### src/rtl/scor_pkg.sv
package scor_pkg;

    // field widths and filter length
    localparam int SAMPLE_W    = 16;
    localparam int COEF_W      = 18;
    localparam int FILTER_TAPS = 3;
    localparam int NUM_REGS    = 3;
    localparam int NUM_LANES   = 3;

    // derived widths
    localparam int PROD_W   = 2 * SAMPLE_W;
    localparam int ACC_W    = PROD_W + COEF_W - 1 + $clog2(FILTER_TAPS + 1);
    localparam int MAG_W    = ACC_W - 1;
    localparam int NORM_W   = 30;
    localparam int ROOT_W   = NORM_W;
    localparam int X_W      = 2 * NORM_W;
    localparam int QUOT_W   = SAMPLE_W;
    localparam int FRAC_SHIFT = SAMPLE_W - 1;
    localparam int TAP_W    = (FILTER_TAPS > 1) ? $clog2(FILTER_TAPS) : 1;
    localparam int DATA_W   = 32;
    localparam int ADDR_W   = $clog2(NUM_REGS) + 2;
    localparam int IDX_W    = ADDR_W - 2;

    // lanes of the filter
    localparam int LANE_X     = 0;
    localparam int LANE_LEFT  = 1;
    localparam int LANE_RIGHT = 2;

    // taps counted in steps back
    localparam int TAP_NEWEST = 0;
    localparam int TAP_MIDDLE = 1;
    localparam int TAP_OLDEST = 2;

    // register indexes
    localparam logic [IDX_W-1:0] REG_TAP_OLDEST = IDX_W'(0);
    localparam logic [IDX_W-1:0] REG_TAP_MIDDLE = IDX_W'(1);
    localparam logic [IDX_W-1:0] REG_TAP_NEWEST = IDX_W'(2);

    typedef logic signed [SAMPLE_W-1:0] sample_t;
    typedef logic signed [COEF_W-1:0]   coef_t;
    typedef logic signed [PROD_W-1:0]   prod_t;
    typedef logic signed [ACC_W-1:0]    acc_t;
    typedef logic        [MAG_W-1:0]    mag_t;
    typedef logic        [NORM_W-1:0]   norm_t;
    typedef logic        [X_W-1:0]      xval_t;
    typedef logic        [QUOT_W-1:0]   quot_t;

    localparam coef_t COEF_RESET = COEF_W'(21845);

    typedef struct packed {
        acc_t xprod;
        acc_t left_pow;
        acc_t right_pow;
    } fir_sums_t;

endpackage

### src/rtl/scor_div.sv
module scor_div import scor_pkg::*; (
    input  logic  clk,
    input  logic  rst_n,
    input  logic  start,
    input  norm_t num,
    input  norm_t den,
    output logic  done,
    output logic  ovf,
    output quot_t quot
);

    localparam int NUM_EXT_W = NORM_W + FRAC_SHIFT;
    localparam int HI_W      = NUM_EXT_W - QUOT_W;
    localparam int CNT_W     = $clog2(QUOT_W);

    logic             busy_reg, busy_next;
    logic             done_reg, done_next;
    logic [CNT_W-1:0] cnt_reg, cnt_next;
    logic             ovf_reg, ovf_next;
    norm_t            rem_reg, rem_next;
    norm_t            den_reg, den_next;
    quot_t            bits_reg, bits_next;
    quot_t            quot_reg, quot_next;

    logic [NUM_EXT_W-1:0] num_ext;
    logic [HI_W-1:0]      num_hi;
    logic [NORM_W:0]      rem2;
    logic                 ge;

    // numerator is num scaled by 2^15; its high part starts the remainder
    assign num_ext = {num, {FRAC_SHIFT{1'b0}}};
    assign num_hi  = num_ext[NUM_EXT_W-1:QUOT_W];
    assign rem2    = {rem_reg, bits_reg[QUOT_W-1]};
    assign ge      = (rem2 >= {1'b0, den_reg});

    always_comb
    begin
        busy_next = busy_reg;
        done_next = 1'b0;
        cnt_next  = cnt_reg;
        ovf_next  = ovf_reg;
        rem_next  = rem_reg;
        den_next  = den_reg;
        bits_next = bits_reg;
        quot_next = quot_reg;
        if (start)
        begin
            busy_next = 1'b1;
            cnt_next  = '0;
            // quotient would need more than QUOT_W bits
            ovf_next  = (NORM_W'(num_hi) >= den);
            rem_next  = NORM_W'(num_hi);
            den_next  = den;
            bits_next = num_ext[QUOT_W-1:0];
            quot_next = '0;
        end
        else if (busy_reg)
        begin
            rem_next  = ge ? NORM_W'(rem2 - {1'b0, den_reg}) : NORM_W'(rem2);
            bits_next = bits_reg << 1;
            quot_next = {quot_reg[QUOT_W-2:0], ge};
            cnt_next  = cnt_reg + 1'b1;
            if (cnt_reg == CNT_W'(QUOT_W - 1))
            begin
                busy_next = 1'b0;
                done_next = 1'b1;
            end
        end
    end

    always_ff @(posedge clk or negedge rst_n)
    begin
        if (!rst_n)
        begin
            busy_reg <= 1'b0;
            done_reg <= 1'b0;
            cnt_reg  <= '0;
        end
        else
        begin
            busy_reg <= busy_next;
            done_reg <= done_next;
            cnt_reg  <= cnt_next;
        end
    end

    always_ff @(posedge clk)
    begin
        ovf_reg  <= ovf_next;
        rem_reg  <= rem_next;
        den_reg  <= den_next;
        bits_reg <= bits_next;
        quot_reg <= quot_next;
    end

    assign done = done_reg;
    assign ovf  = ovf_reg;
    assign quot = quot_reg;

endmodule

### config.mk
export PLATFORM = sky130hd
export DESIGN_NAME = scor_div
export DESIGN_NICKNAME = d
export VERILOG_FILES = /design/src/rtl/scor_pkg.sv /design/src/rtl/scor_div.sv
export SDC_FILE = /design/constraint.sdc
export NUM_CORES = 1
export LEC_CHECK = 0
export ABC_AREA = 1
export CAP_MARGIN = 25
export CORE_ASPECT_RATIO = 1.1
export CORE_UTILIZATION = 45
export CTS_CLUSTER_SIZE = 16
export DETAILED_ROUTE_END_ITERATION = 12
export DONT_BUFFER_PORTS = 1
export SYNTH_ARGS = -nofsm -noshare
export SYNTH_HDL_FRONTEND = slang
export SYNTH_SLANG_ARGS = --single-unit
export TNS_END_PERCENT = 50
### constraint.sdc
create_clock -name clk -period 2.5 [get_ports clk]
set_input_delay 0.5 -clock clk [delete_from_list [all_inputs] [get_ports clk]]
set_output_delay 0.5 -clock clk [all_outputs]
set_load 0.02 [all_outputs]
==> flow_metrics.tcl <==
set metrics [dict create \
    synth.net_count 1064 \
    avgSynthCellArea_um2 6.94 \
    crit_start "rem_reg[22]" \
    antenna_found_initial 0 \
    p_clk_share_pct 18.2 \
    dieArea_um2 15000 \
    p_sw_mw 3.49 \
    r2r_start "rem_reg[22]" \
    crit_slowest_cell "edfxtp_1" \
    cts_tree "yes" \
    ys_types 37 \
    htreeDepth 3 \
    endpoint_kind "flop" \
    startpoint_type "flop" \
    layout_common_cells "nand2_1 (304), inv_1 (185), nor2_1 (91)" \
    ant_nets 0 \
    cp.required_ps 2600 \
    avgRoutedWirePerCell_um 14.6 \
    viasPerCell 4.95 \
    numCtsBuffers 9 \
    wl_met1_mm 7.71 \
    io_pins 81 \
    fmax_ghz 0.432 \
    synth_seq_cells 84 \
    async_reset_ff_share_pct 7.14 \
    status "finished clean" \
    clockBufferDepth 2 \
    gp_congestion 0.966 \
    r2r_slack_ps 180 \
    fin_skew_ps 5.99 \
    grt_pass1_vias 5557 \
    diodes 0 \
    layout_commonest_cell "nand2_1" \
    seq_area_frac_synth_pct 35.6 \
    worstPathCellList "ha_2 > nand2_1 > nor2_1 > nand2_1 > nor2_1 > nand2_1 > nand3_4 > buf_12 > nand3_1 > nand2_1 > nand2_1" \
    worst_r2r_path_depth 11 \
    tightestPinTransition_ps 546 \
    grt_pass1_wl_mm 27.2 \
    nets 1081 \
    clock-sinks 84 \
    totalWireLength_mm 16.8 \
    syn2layout_area_growth_pct 11.4 \
    worstPathArrival_ps 2420 \
    port_buffers 0 \
    route.top_layer_used "met4" \
    power_mw 7.86 \
    synth_edf_count 61 \
    min_period_ps 2320 \
    hpwlAfterDp_mm 13.3 \
    hp-class "input pin to flop" \
    syn_area_um2 6520 \
    via_count 5693 \
    drcViolationCount 0 \
    max_stage_delay_ps 450 \
    die_h_um 128 \
    grt_start_max_net_pins 80 \
    final_layout_size_suffix_gt1_share_pct 6.96 \
    grt-ovfl-total 0 \
    r2r_end "rem_reg[28]" \
    hold_viol 0 \
    synth-warning-count 0 \
    p_per_area_nw_per_um2 1080 \
    power_frac_comb_pct 55.2 \
    clk_pin_slew_ps 70 \
    setup_viol 0 \
    p_seq_share_pct 26.6 \
    crit_end "rem_reg[28]" \
    ys.flop_type "edfxtp_1" \
    crit_path_frequent_cell "nand2_1" \
    max_cap_violations 0 \
    fin_setup_tns_ps 0 \
    p_leak_nw 3.71 \
    cp_max_fo 29 \
    met3_length_mm 1.18 \
    relSlewSlack_pct 63.6 \
    coreArea_um2 14000 \
    finalCritPeriodShare_pct 92.6 \
    synthCells 940 \
    grt.total_usage_pct 24.0 \
    vdd_drop_max_mv 0.433 \
    clockRootBuffer "clkbuf_16" \
    start_util_pct 46.7 \
    p_int_mw 4.37 \
    die_w_um 117 \
    critPathKind "flop to flop" \
    clock_latency_ps 340 \
    switching_share_pct 44.4 \
    route.met2.wl_mm 7.57 \
    rows 45 \
    drv_slew 0 \
    drtIter0Drc 317 \
    holdWs_ps 247 \
    dr.pass1.iters 4 \
]
-- layout make-up --
type / count / area, µm²
clock inverters: 6 / 67.6
multi-input cells: 656 / 3500
fillers: 1495 / 6700
clock buffers: 10 / 250
well taps: 188 / 235
inverters: 187 / 702
flip-flops and latches: 84 / 2320
repair buffers: 19 / 183
-- kinds of logic after synthesis --
group / count (synthesis) / share of synthesized area, %
fa+ha+maj: 61 / 11.8
compound gates: 80 / 6.79
simple gates: 501 / 31.9
xor+xnor: 14 / 1.88
flops: 84 / 35.6
buf+inv: 200 / 12.0
-- metal layers --
| metal | global-route usage, % | up-vias |
|---|---|---|
| met4 | 8.41 | 0 |
| met3 | 4.54 | 21 |
| met5 | 0 | - |
| li1 | - | 2992 |
| met1 | 32.7 | 2537 |
| met2 | 37.9 | 143 |
-- timing repair --
item,CTS,global route
hold buffers,1,0
buffers inserted,0,2
hold endpoints to repair,6,0
gates resized for setup,0,19
endpoints found under the setup margin,0,15
-- critical path, delay by kind of cell, from the launching register on --
family	cells	cell delay (ps)
simple gates	9	1010
flops	1	450
fa+ha+maj	1	420
buf+inv	1	190
-- stage by stage --
step | util (%) | instance area, µm² | setup WS, ps | instances
after global routing | 52.0 | 7260 | -0.250 | 1150
final | 52.0 | 7260 | 184 | 1150
after CTS | 51.3 | 7160 | 47.7 | 1148
after floorplan | - | 6520 | 354 | 940
after detailed placement | 48.9 | 6830 | 85.6 | 1131
after global placement | 48.9 | 6830 | 95.0 | 1131
-- cells in the mapped netlist (2+ instances only) --
cell | n | area (µm²)
dfrtp_1 | 6 | 150
nand3_1 | 55 | 275
buf_4 | 2 | 15.0
o22ai_1 | 14 | 87.6
inv_1 | 185 | 694
nor4_1 | 2 | 12.5
o21ai_1 | 9 | 45.0
o21bai_1 | 3 | 22.5
nor3_1 | 7 | 35.0
clkbuf_1 | 6 | 22.5
xor2_1 | 2 | 17.5
nand4_1 | 10 | 62.6
o21ai_0 | 14 | 70.1
and2_1 | 3 | 18.8
nand3b_1 | 8 | 60.1
nor2_2 | 5 | 31.3
nand2_2 | 6 | 37.5
a21oi_1 | 34 | 170
ha_1 | 60 | 751
edfxtp_1 | 61 | 1830
xnor2_1 | 12 | 105
a21oi_2 | 2 | 17.5
buf_1 | 2 | 7.51
dfxtp_1 | 17 | 340
buf_6 | 3 | 33.8
o211ai_1 | 2 | 15.0
nor2_1 | 92 | 345
nand2_1 | 309 | 1160
-- power groups by stage --
| stage | Sequential [mW] | Clock [mW] | Combinational, mW |
|---|---|---|---|
| floorplan | 2.03 | 0 | 3.17 |
| global placement | 2.10 | 0 | 4.12 |
| detailed placement | 2.10 | 0 | 4.13 |
| CTS | 2.08 | 1.46 | 4.15 |
| global route | 2.12 | 1.50 | 4.89 |
| finish | 2.09 | 1.43 | 4.34 |
-- worst min path at each step --
stage / start / end / slack (ps) / depth (start not counted)
final: den[25] / den_reg[25] / 250 / 0
after global routing: start / done / 220 / 1
after CTS: start / done / 230 / 1
after detailed placement: rst_n / cnt_reg[0] / 200 / 0
after global placement: rst_n / cnt_reg[0] / 200 / 0
after floorplan: rst_n / busy_reg / 200 / 0
(Power assumes the default switching activity.)
