`src/rtl/scor_pkg.sv`:
```
package scor_pkg;

    // field widths and filter length
    localparam int SAMPLE_W    = 16;
    localparam int COEF_W      = 18;
    localparam int FILTER_TAPS = 3;
    localparam int NUM_REGS    = 3;
    localparam int NUM_LANES   = 3;

    // derived widths
    localparam int PROD_W   = 2 * SAMPLE_W;
    localparam int ACC_W    = PROD_W + COEF_W - 1 + $clog2(FILTER_TAPS + 1);
    localparam int MAG_W    = ACC_W - 1;
    localparam int NORM_W   = 30;
    localparam int ROOT_W   = NORM_W;
    localparam int X_W      = 2 * NORM_W;
    localparam int QUOT_W   = SAMPLE_W;
    localparam int FRAC_SHIFT = SAMPLE_W - 1;
    localparam int TAP_W    = (FILTER_TAPS > 1) ? $clog2(FILTER_TAPS) : 1;
    localparam int DATA_W   = 32;
    localparam int ADDR_W   = $clog2(NUM_REGS) + 2;
    localparam int IDX_W    = ADDR_W - 2;

    // lanes of the filter
    localparam int LANE_X     = 0;
    localparam int LANE_LEFT  = 1;
    localparam int LANE_RIGHT = 2;

    // taps counted in steps back
    localparam int TAP_NEWEST = 0;
    localparam int TAP_MIDDLE = 1;
    localparam int TAP_OLDEST = 2;

    // register indexes
    localparam logic [IDX_W-1:0] REG_TAP_OLDEST = IDX_W'(0);
    localparam logic [IDX_W-1:0] REG_TAP_MIDDLE = IDX_W'(1);
    localparam logic [IDX_W-1:0] REG_TAP_NEWEST = IDX_W'(2);

    typedef logic signed [SAMPLE_W-1:0] sample_t;
    typedef logic signed [COEF_W-1:0]   coef_t;
    typedef logic signed [PROD_W-1:0]   prod_t;
    typedef logic signed [ACC_W-1:0]    acc_t;
    typedef logic        [MAG_W-1:0]    mag_t;
    typedef logic        [NORM_W-1:0]   norm_t;
    typedef logic        [X_W-1:0]      xval_t;
    typedef logic        [QUOT_W-1:0]   quot_t;

    localparam coef_t COEF_RESET = COEF_W'(21845);

    typedef struct packed {
        acc_t xprod;
        acc_t left_pow;
        acc_t right_pow;
    } fir_sums_t;

endpackage

```
`src/rtl/scor_fir.sv`:
```
module scor_fir import scor_pkg::*; (
    input  logic      clk,
    input  logic      rst_n,
    input  logic      load,
    input  sample_t   left_in,
    input  sample_t   right_in,
    input  coef_t     coef [FILTER_TAPS],
    output logic      done,
    output fir_sums_t sums
);

    localparam int BIT_W = $clog2(COEF_W);

    typedef enum logic [2:0] {
        F_IDLE = 3'b001,
        F_PROD = 3'b010,
        F_MAC  = 3'b100
    } fir_state_t;

    fir_state_t       state_reg, state_next;
    logic [TAP_W-1:0] tap_reg, tap_next;
    logic [BIT_W-1:0] bit_reg, bit_next;
    coef_t            csh_reg, csh_next;
    logic             done_reg, done_next;
    sample_t          left_line_reg  [FILTER_TAPS];
    sample_t          right_line_reg [FILTER_TAPS];
    acc_t             mcand_reg [NUM_LANES];
    acc_t             mcand_next [NUM_LANES];
    acc_t             acc_reg [NUM_LANES];
    acc_t             acc_next [NUM_LANES];

    sample_t l_tap, r_tap;
    prod_t   prod_lr, prod_ll, prod_rr;
    logic    last_bit;

    assign l_tap    = left_line_reg[tap_reg];
    assign r_tap    = right_line_reg[tap_reg];
    assign prod_lr  = l_tap * r_tap;
    assign prod_ll  = l_tap * l_tap;
    assign prod_rr  = r_tap * r_tap;
    assign last_bit = (bit_reg == BIT_W'(COEF_W - 1));

    always_comb
    begin
        state_next = state_reg;
        tap_next   = tap_reg;
        bit_next   = bit_reg;
        csh_next   = csh_reg;
        done_next  = 1'b0;
        mcand_next = mcand_reg;
        acc_next   = acc_reg;
        unique case (state_reg)
            F_IDLE:
            begin
                if (load)
                begin
                    tap_next   = '0;
                    for (int i = 0; i < NUM_LANES; i++)
                    begin
                        acc_next[i] = '0;
                    end
                    state_next = F_PROD;
                end
            end
            F_PROD:
            begin
                mcand_next[LANE_X]     = acc_t'(prod_lr);
                mcand_next[LANE_LEFT]  = acc_t'(prod_ll);
                mcand_next[LANE_RIGHT] = acc_t'(prod_rr);
                csh_next   = coef[tap_reg];
                bit_next   = '0;
                state_next = F_MAC;
            end
            F_MAC:
            begin
                // one coefficient bit per cycle, sign bit weighs negative
                for (int i = 0; i < NUM_LANES; i++)
                begin
                    if (csh_reg[0])
                    begin
                        acc_next[i] = last_bit ? acc_reg[i] - mcand_reg[i]
                                               : acc_reg[i] + mcand_reg[i];
                    end
                    mcand_next[i] = mcand_reg[i] <<< 1;
                end
                csh_next = csh_reg >>> 1;
                bit_next = bit_reg + 1'b1;
                if (last_bit)
                begin
                    if (tap_reg == TAP_W'(FILTER_TAPS - 1))
                    begin
                        done_next  = 1'b1;
                        state_next = F_IDLE;
                    end
                    else
                    begin
                        tap_next   = tap_reg + 1'b1;
                        state_next = F_PROD;
                    end
                end
            end
            default:
            begin
                state_next = F_IDLE;
            end
        endcase
    end

    always_ff @(posedge clk or negedge rst_n)
    begin
        if (!rst_n)
        begin
            state_reg <= F_IDLE;
            tap_reg   <= '0;
            bit_reg   <= '0;
            done_reg  <= 1'b0;
            for (int k = 0; k < FILTER_TAPS; k++)
            begin
                left_line_reg[k]  <= '0;
                right_line_reg[k] <= '0;
            end
        end
        else
        begin
            state_reg <= state_next;
            tap_reg   <= tap_next;
            bit_reg   <= bit_next;
            done_reg  <= done_next;
            if (load)
            begin
                left_line_reg[0]  <= left_in;
                right_line_reg[0] <= right_in;
                for (int k = 1; k < FILTER_TAPS; k++)
                begin
                    left_line_reg[k]  <= left_line_reg[k-1];
                    right_line_reg[k] <= right_line_reg[k-1];
                end
            end
        end
    end

    always_ff @(posedge clk)
    begin
        csh_reg   <= csh_next;
        mcand_reg <= mcand_next;
        acc_reg   <= acc_next;
    end

    assign done            = done_reg;
    assign sums.xprod      = acc_reg[LANE_X];
    assign sums.left_pow   = acc_reg[LANE_LEFT];
    assign sums.right_pow  = acc_reg[LANE_RIGHT];

endmodule

```
`config.mk`:
```
export PLATFORM = sky130hd
export DESIGN_NAME = scor_fir
export DESIGN_NICKNAME = d
export VERILOG_FILES = /design/src/rtl/scor_pkg.sv /design/src/rtl/scor_fir.sv
export SDC_FILE = /design/constraint.sdc
export NUM_CORES = 2
export LEC_CHECK = 0
export BUFFER_PORTS_ARGS = -buffer_cell sky130_fd_sc_hd__buf_2
export CAP_MARGIN = 5
export CORE_ASPECT_RATIO = 0.75
export CORE_MARGIN = 4
export CORE_UTILIZATION = 55
export CTS_BUF_LIST = sky130_fd_sc_hd__clkbuf_16
export CTS_CLUSTER_DIAMETER = 100
export DETAILED_ROUTE_END_ITERATION = 10
export HOLD_SLACK_MARGIN = 0.12
export PLACE_DENSITY_LB_ADDON = 0.15
export SLEW_MARGIN = 20
export SYNTH_ARGS = -nofsm -noshare
export SYNTH_HDL_FRONTEND = slang
export SYNTH_SLANG_ARGS = --single-unit
export TNS_END_PERCENT = 20
```
`constraint.sdc`:
```
create_clock -name clk -period 21.1 [get_ports clk]
set_input_delay 2.11 -clock clk [delete_from_list [all_inputs] [get_ports clk]]
set_output_delay 2.11 -clock clk [all_outputs]
set_load 0.02 [all_outputs]
```
==> metrics.json <==
{
  "result_of_the_run": {"value": "completed"},
  "route.detailed.vias_per_inst": {"value": 5.59},
  "initial_core_util": {"value": 55.9, "unit": "%"},
  "gp_routability_congestion": {"value": 0.930},
  "crit_path_start_kind": {"value": "flop"},
  "clk_pin_slew_worst_paths": {"value": 0.06, "unit": "ns"},
  "grt_pass1_vias": {"value": 42000},
  "critical_path_arrival": {"value": 9.92, "unit": "ns"},
  "track_usage": {"value": 27.2, "unit": "%"},
  "nNetsFinal": {"value": 7218},
  "avgSynthCellArea": {"value": 9.38, "unit": "µm²"},
  "report.final.hold_viol_count": {"value": 0},
  "max_clock_freq": {"value": 104, "unit": "MHz"},
  "synthDominantCellAreaShare": {"value": 26.7, "unit": "%"},
  "postCtsSetupBuffers": {"value": 0},
  "synth_seq_cells": {"value": 431},
  "dominantRegCellSynth": {"value": "sky130_fd_sc_hd__edfxtp_1"},
  "cp.required": {"value": 21.42, "unit": "ns"},
  "cts.hold.buffers_added": {"value": 0},
  "flow.area_growth_from_synthesis": {"value": 7.84, "unit": "%"},
  "vias": {"value": 41000},
  "drtAntennaViolNets": {"value": 0},
  "wirelength": {"value": 139, "unit": "mm"},
  "layout_worst_path_cycle_share": {"value": 45.5, "unit": "%"},
  "core.rowCount": {"value": 99},
  "synthDistinctLibCells": {"value": 87},
  "die-area": {"value": 105000, "unit": "µm²"},
  "cts-buffers-inserted": {"value": 49},
  "design.portCount": {"value": 243},
  "worst_slew_pin_slew": {"value": 1.16, "unit": "ns"},
  "grt_first_pass_wirelength": {"value": 227, "unit": "mm"},
  "timing_worst_setup_path_type": {"value": "reg -> reg"},
  "port-buffer-count": {"value": 242},
  "drcViolationCount": {"value": 0},
  "netlist_top_cells_area": {"value": "sky130_fd_sc_hd__fa_1 27%, sky130_fd_sc_hd__edfxtp_1 18%, sky130_fd_sc_hd__ha_1 9.5%, sky130_fd_sc_hd__inv_1 6.7%, sky130_fd_sc_hd__dfrtp_1 4.8%"},
  "synth_edf_count": {"value": 324},
  "clock_skew": {"value": 0.0170, "unit": "ns"},
  "timing.setup.tns": {"value": 0, "unit": "ns"},
  "syn_nets": {"value": 7080},
  "final_max_slew_viol_count": {"value": 0},
  "place.detailed.hpwl": {"value": 107, "unit": "mm"},
  "first_pass_iters": {"value": 6},
  "setup_violations": {"value": 0},
  "htreeDepth": {"value": 2},
  "die_h": {"value": 281, "unit": "µm"},
  "cts_buffer_depth": {"value": 3},
  "tritoncts": {"value": "yes"},
  "synth-async-reset-ratio": {"value": 24.8, "unit": "%"},
  "rsz0062_at_grt": {"value": "false"},
  "final.min_clock_period": {"value": 9.60, "unit": "ns"},
  "synth.yosys.seq_area_share": {"value": 22.6, "unit": "%"},
  "maxCapViolCount": {"value": 0},
  "floorplan.core_area": {"value": 98100, "unit": "µm²"},
  "dieWidth": {"value": 372, "unit": "µm"},
  "post_synth_instance_area": {"value": 54800, "unit": "µm²"},
  "grt_max_degree": {"value": 100},
  "post_cts_resized": {"value": 0},
  "slew_headroom": {"value": 22.5, "unit": "%"},
  "grt.overflow.total": {"value": 0},
  "endpoint_kind": {"value": "flop"},
  "synthMostInstantiatedCell": {"value": "sky130_fd_sc_hd__inv_1"},
  "synthDominantAreaCellType": {"value": "sky130_fd_sc_hd__fa_1"},
  "drt_iter0_drc": {"value": 3061},
  "netlist_instances": {"value": 5844},
  "worstHoldPathType": {"value": "reg -> reg"},
  "synth_top_cells_by_count": {"value": "976 x sky130_fd_sc_hd__inv_1, 731 x sky130_fd_sc_hd__fa_1, 677 x sky130_fd_sc_hd__nor2_1"},
  "worstSkewPairLatency": {"value": 0.61, "unit": "ns"},
  "avgRoutedWirePerCell": {"value": 18.9, "unit": "µm"},
  "timing.critical_path.fanout_max": {"value": 22},
  "clkSinkCount": {"value": 431},
  "final_layout_size_suffix_gt1_share": {"value": 9.02, "unit": "%"},
  "diodes": {"value": 0},
  "grt_antenna_before_repair": {"value": 0},
  "warning_count_from_the_yosys_run": {"value": 0},
  "clockRootBuffer": {"value": "sky130_fd_sc_hd__clkbuf_16"}
}
[worst paths after layout]
kind                       slack [ns]               from                end  cells past startpoint
setup / recovery                11.50         tap_reg[1]      mcand_reg[87]                     24
hold / removal                   0.51  left_line_reg[11]  left_line_reg[11]                      1
setup reg to reg                11.50         tap_reg[1]      mcand_reg[87]                     24
hold reg to reg                  0.51  left_line_reg[11]  left_line_reg[11]                      1
max in group asynchronous       18.30              rst_n         tap_reg[1]                      2
min in group asynchronous        1.50              rst_n  left_line_reg[38]                      1
[logic make-up (layout without fill, tap and decap cells)]
logic type / Yosys count / in the layout / synth area share (%)
AO/OA/AOI/OAI: 1031 / 1031 / 11.8
XOR/XNOR: 402 / 402 / 6.44
adder cells (fa/ha/maj): 1147 / 1147 / 36.2
buffers and inverters: 1201 / 1378 / 8.23
flip-flops: 431 / 431 / 22.6
multiplexers: 151 / 151 / 2.98
AND/OR/NAND/NOR: 1481 / 1481 / 11.7
[cell usage in the layout (no fill, tap or decap), drive strengths merged, types with 8 or more instances in the layout]
master and count:
or2 13, a21oi 391, a31oi 27, o211ai 9, buf 303, nor4 24, o21ai 185, nand3 43
nor2 677, fa 731, edfxtp 324, a211o 11, a211oi 27, o31ai 30, nor3 60, and2 27
and3 18, o41ai 18, xnor2 242, nand4 27, ha 416, o21a 48, xor2 160, nand2b 45
a21boi 11, a31o 11, a21o 159, clkbuf 53, or3 18, or4 10, nor2b 17, a2111oi 8
nor3b 9, mux2 97, clkinv 30, o21bai 36, inv 984, nand2 469, mux2i 54, dfrtp 106
[area by class of cell]
cell class | count | area, µm²
fill | 8592 | 39000
multi-input combinational | 4212 | 38000
sequential | 431 | 12400
inverter | 985 | 3700
timing repair buffer | 303 | 1670
tap | 1313 | 1640
clock buffer | 53 | 1330
clock inverter | 37 | 323
[layer usage]
metal	GRT usage [%]	part of all wire, %	vias to the layer above	wire length (µm)
met5	0	0	-	0
met4	6.45	2.6	0	3570
met3	6.09	8.4	208	11700
met2	42.5	45	1398	61800
met1	38.9	44	20000	61800
li1	-	-	19300	-
[worst max-delay path, cell delays in order, from the launching register on]
cell	delay, ns
sky130_fd_sc_hd__dfrtp_4	0.67
sky130_fd_sc_hd__nor2_4	0.56
sky130_fd_sc_hd__a21o_1	0.66
sky130_fd_sc_hd__clkinv_1	0.89
sky130_fd_sc_hd__nor2_1	0.45
sky130_fd_sc_hd__ha_1	0.32
sky130_fd_sc_hd__xnor2_1	0.23
sky130_fd_sc_hd__fa_1	0.45
sky130_fd_sc_hd__fa_1	0.52
sky130_fd_sc_hd__inv_1	0.06
sky130_fd_sc_hd__fa_1	0.48
sky130_fd_sc_hd__fa_1	0.52
sky130_fd_sc_hd__inv_1	0.06
sky130_fd_sc_hd__fa_1	0.49
sky130_fd_sc_hd__inv_1	0.05
sky130_fd_sc_hd__ha_1	0.32
sky130_fd_sc_hd__a21o_1	0.19
sky130_fd_sc_hd__a21o_1	0.20
sky130_fd_sc_hd__a21oi_1	0.14
sky130_fd_sc_hd__nor2b_1	0.09
sky130_fd_sc_hd__a211oi_1	0.51
sky130_fd_sc_hd__nor3_1	0.15
sky130_fd_sc_hd__nor4_1	0.33
sky130_fd_sc_hd__o31a_1	0.80
sky130_fd_sc_hd__nand2_1	0.13
[metrics by stage]
| stage | cells | util, % | worst slack (ns) | instance area [µm²] | hold WS (ns) |
|---|---|---|---|---|---|
| final | 7334 | 60.2 | 11.50 | 59100 | 0.507 |
| after global routing | 7334 | 60.2 | 10.88 | 59100 | 0.517 |
| after CTS | 7334 | 60.2 | 11.59 | 59100 | 0.512 |
| after detailed placement | 7244 | 58.6 | 11.64 | 57400 | 0.498 |
| after global placement | 7244 | 58.6 | 11.83 | 57400 | 0.489 |
| after floorplan | 5844 | - | 10.29 | 54800 | 0.464 |
Power is not shown: default switching activity piles up to over one toggle a cycle in this logic, so the estimate is an artifact.
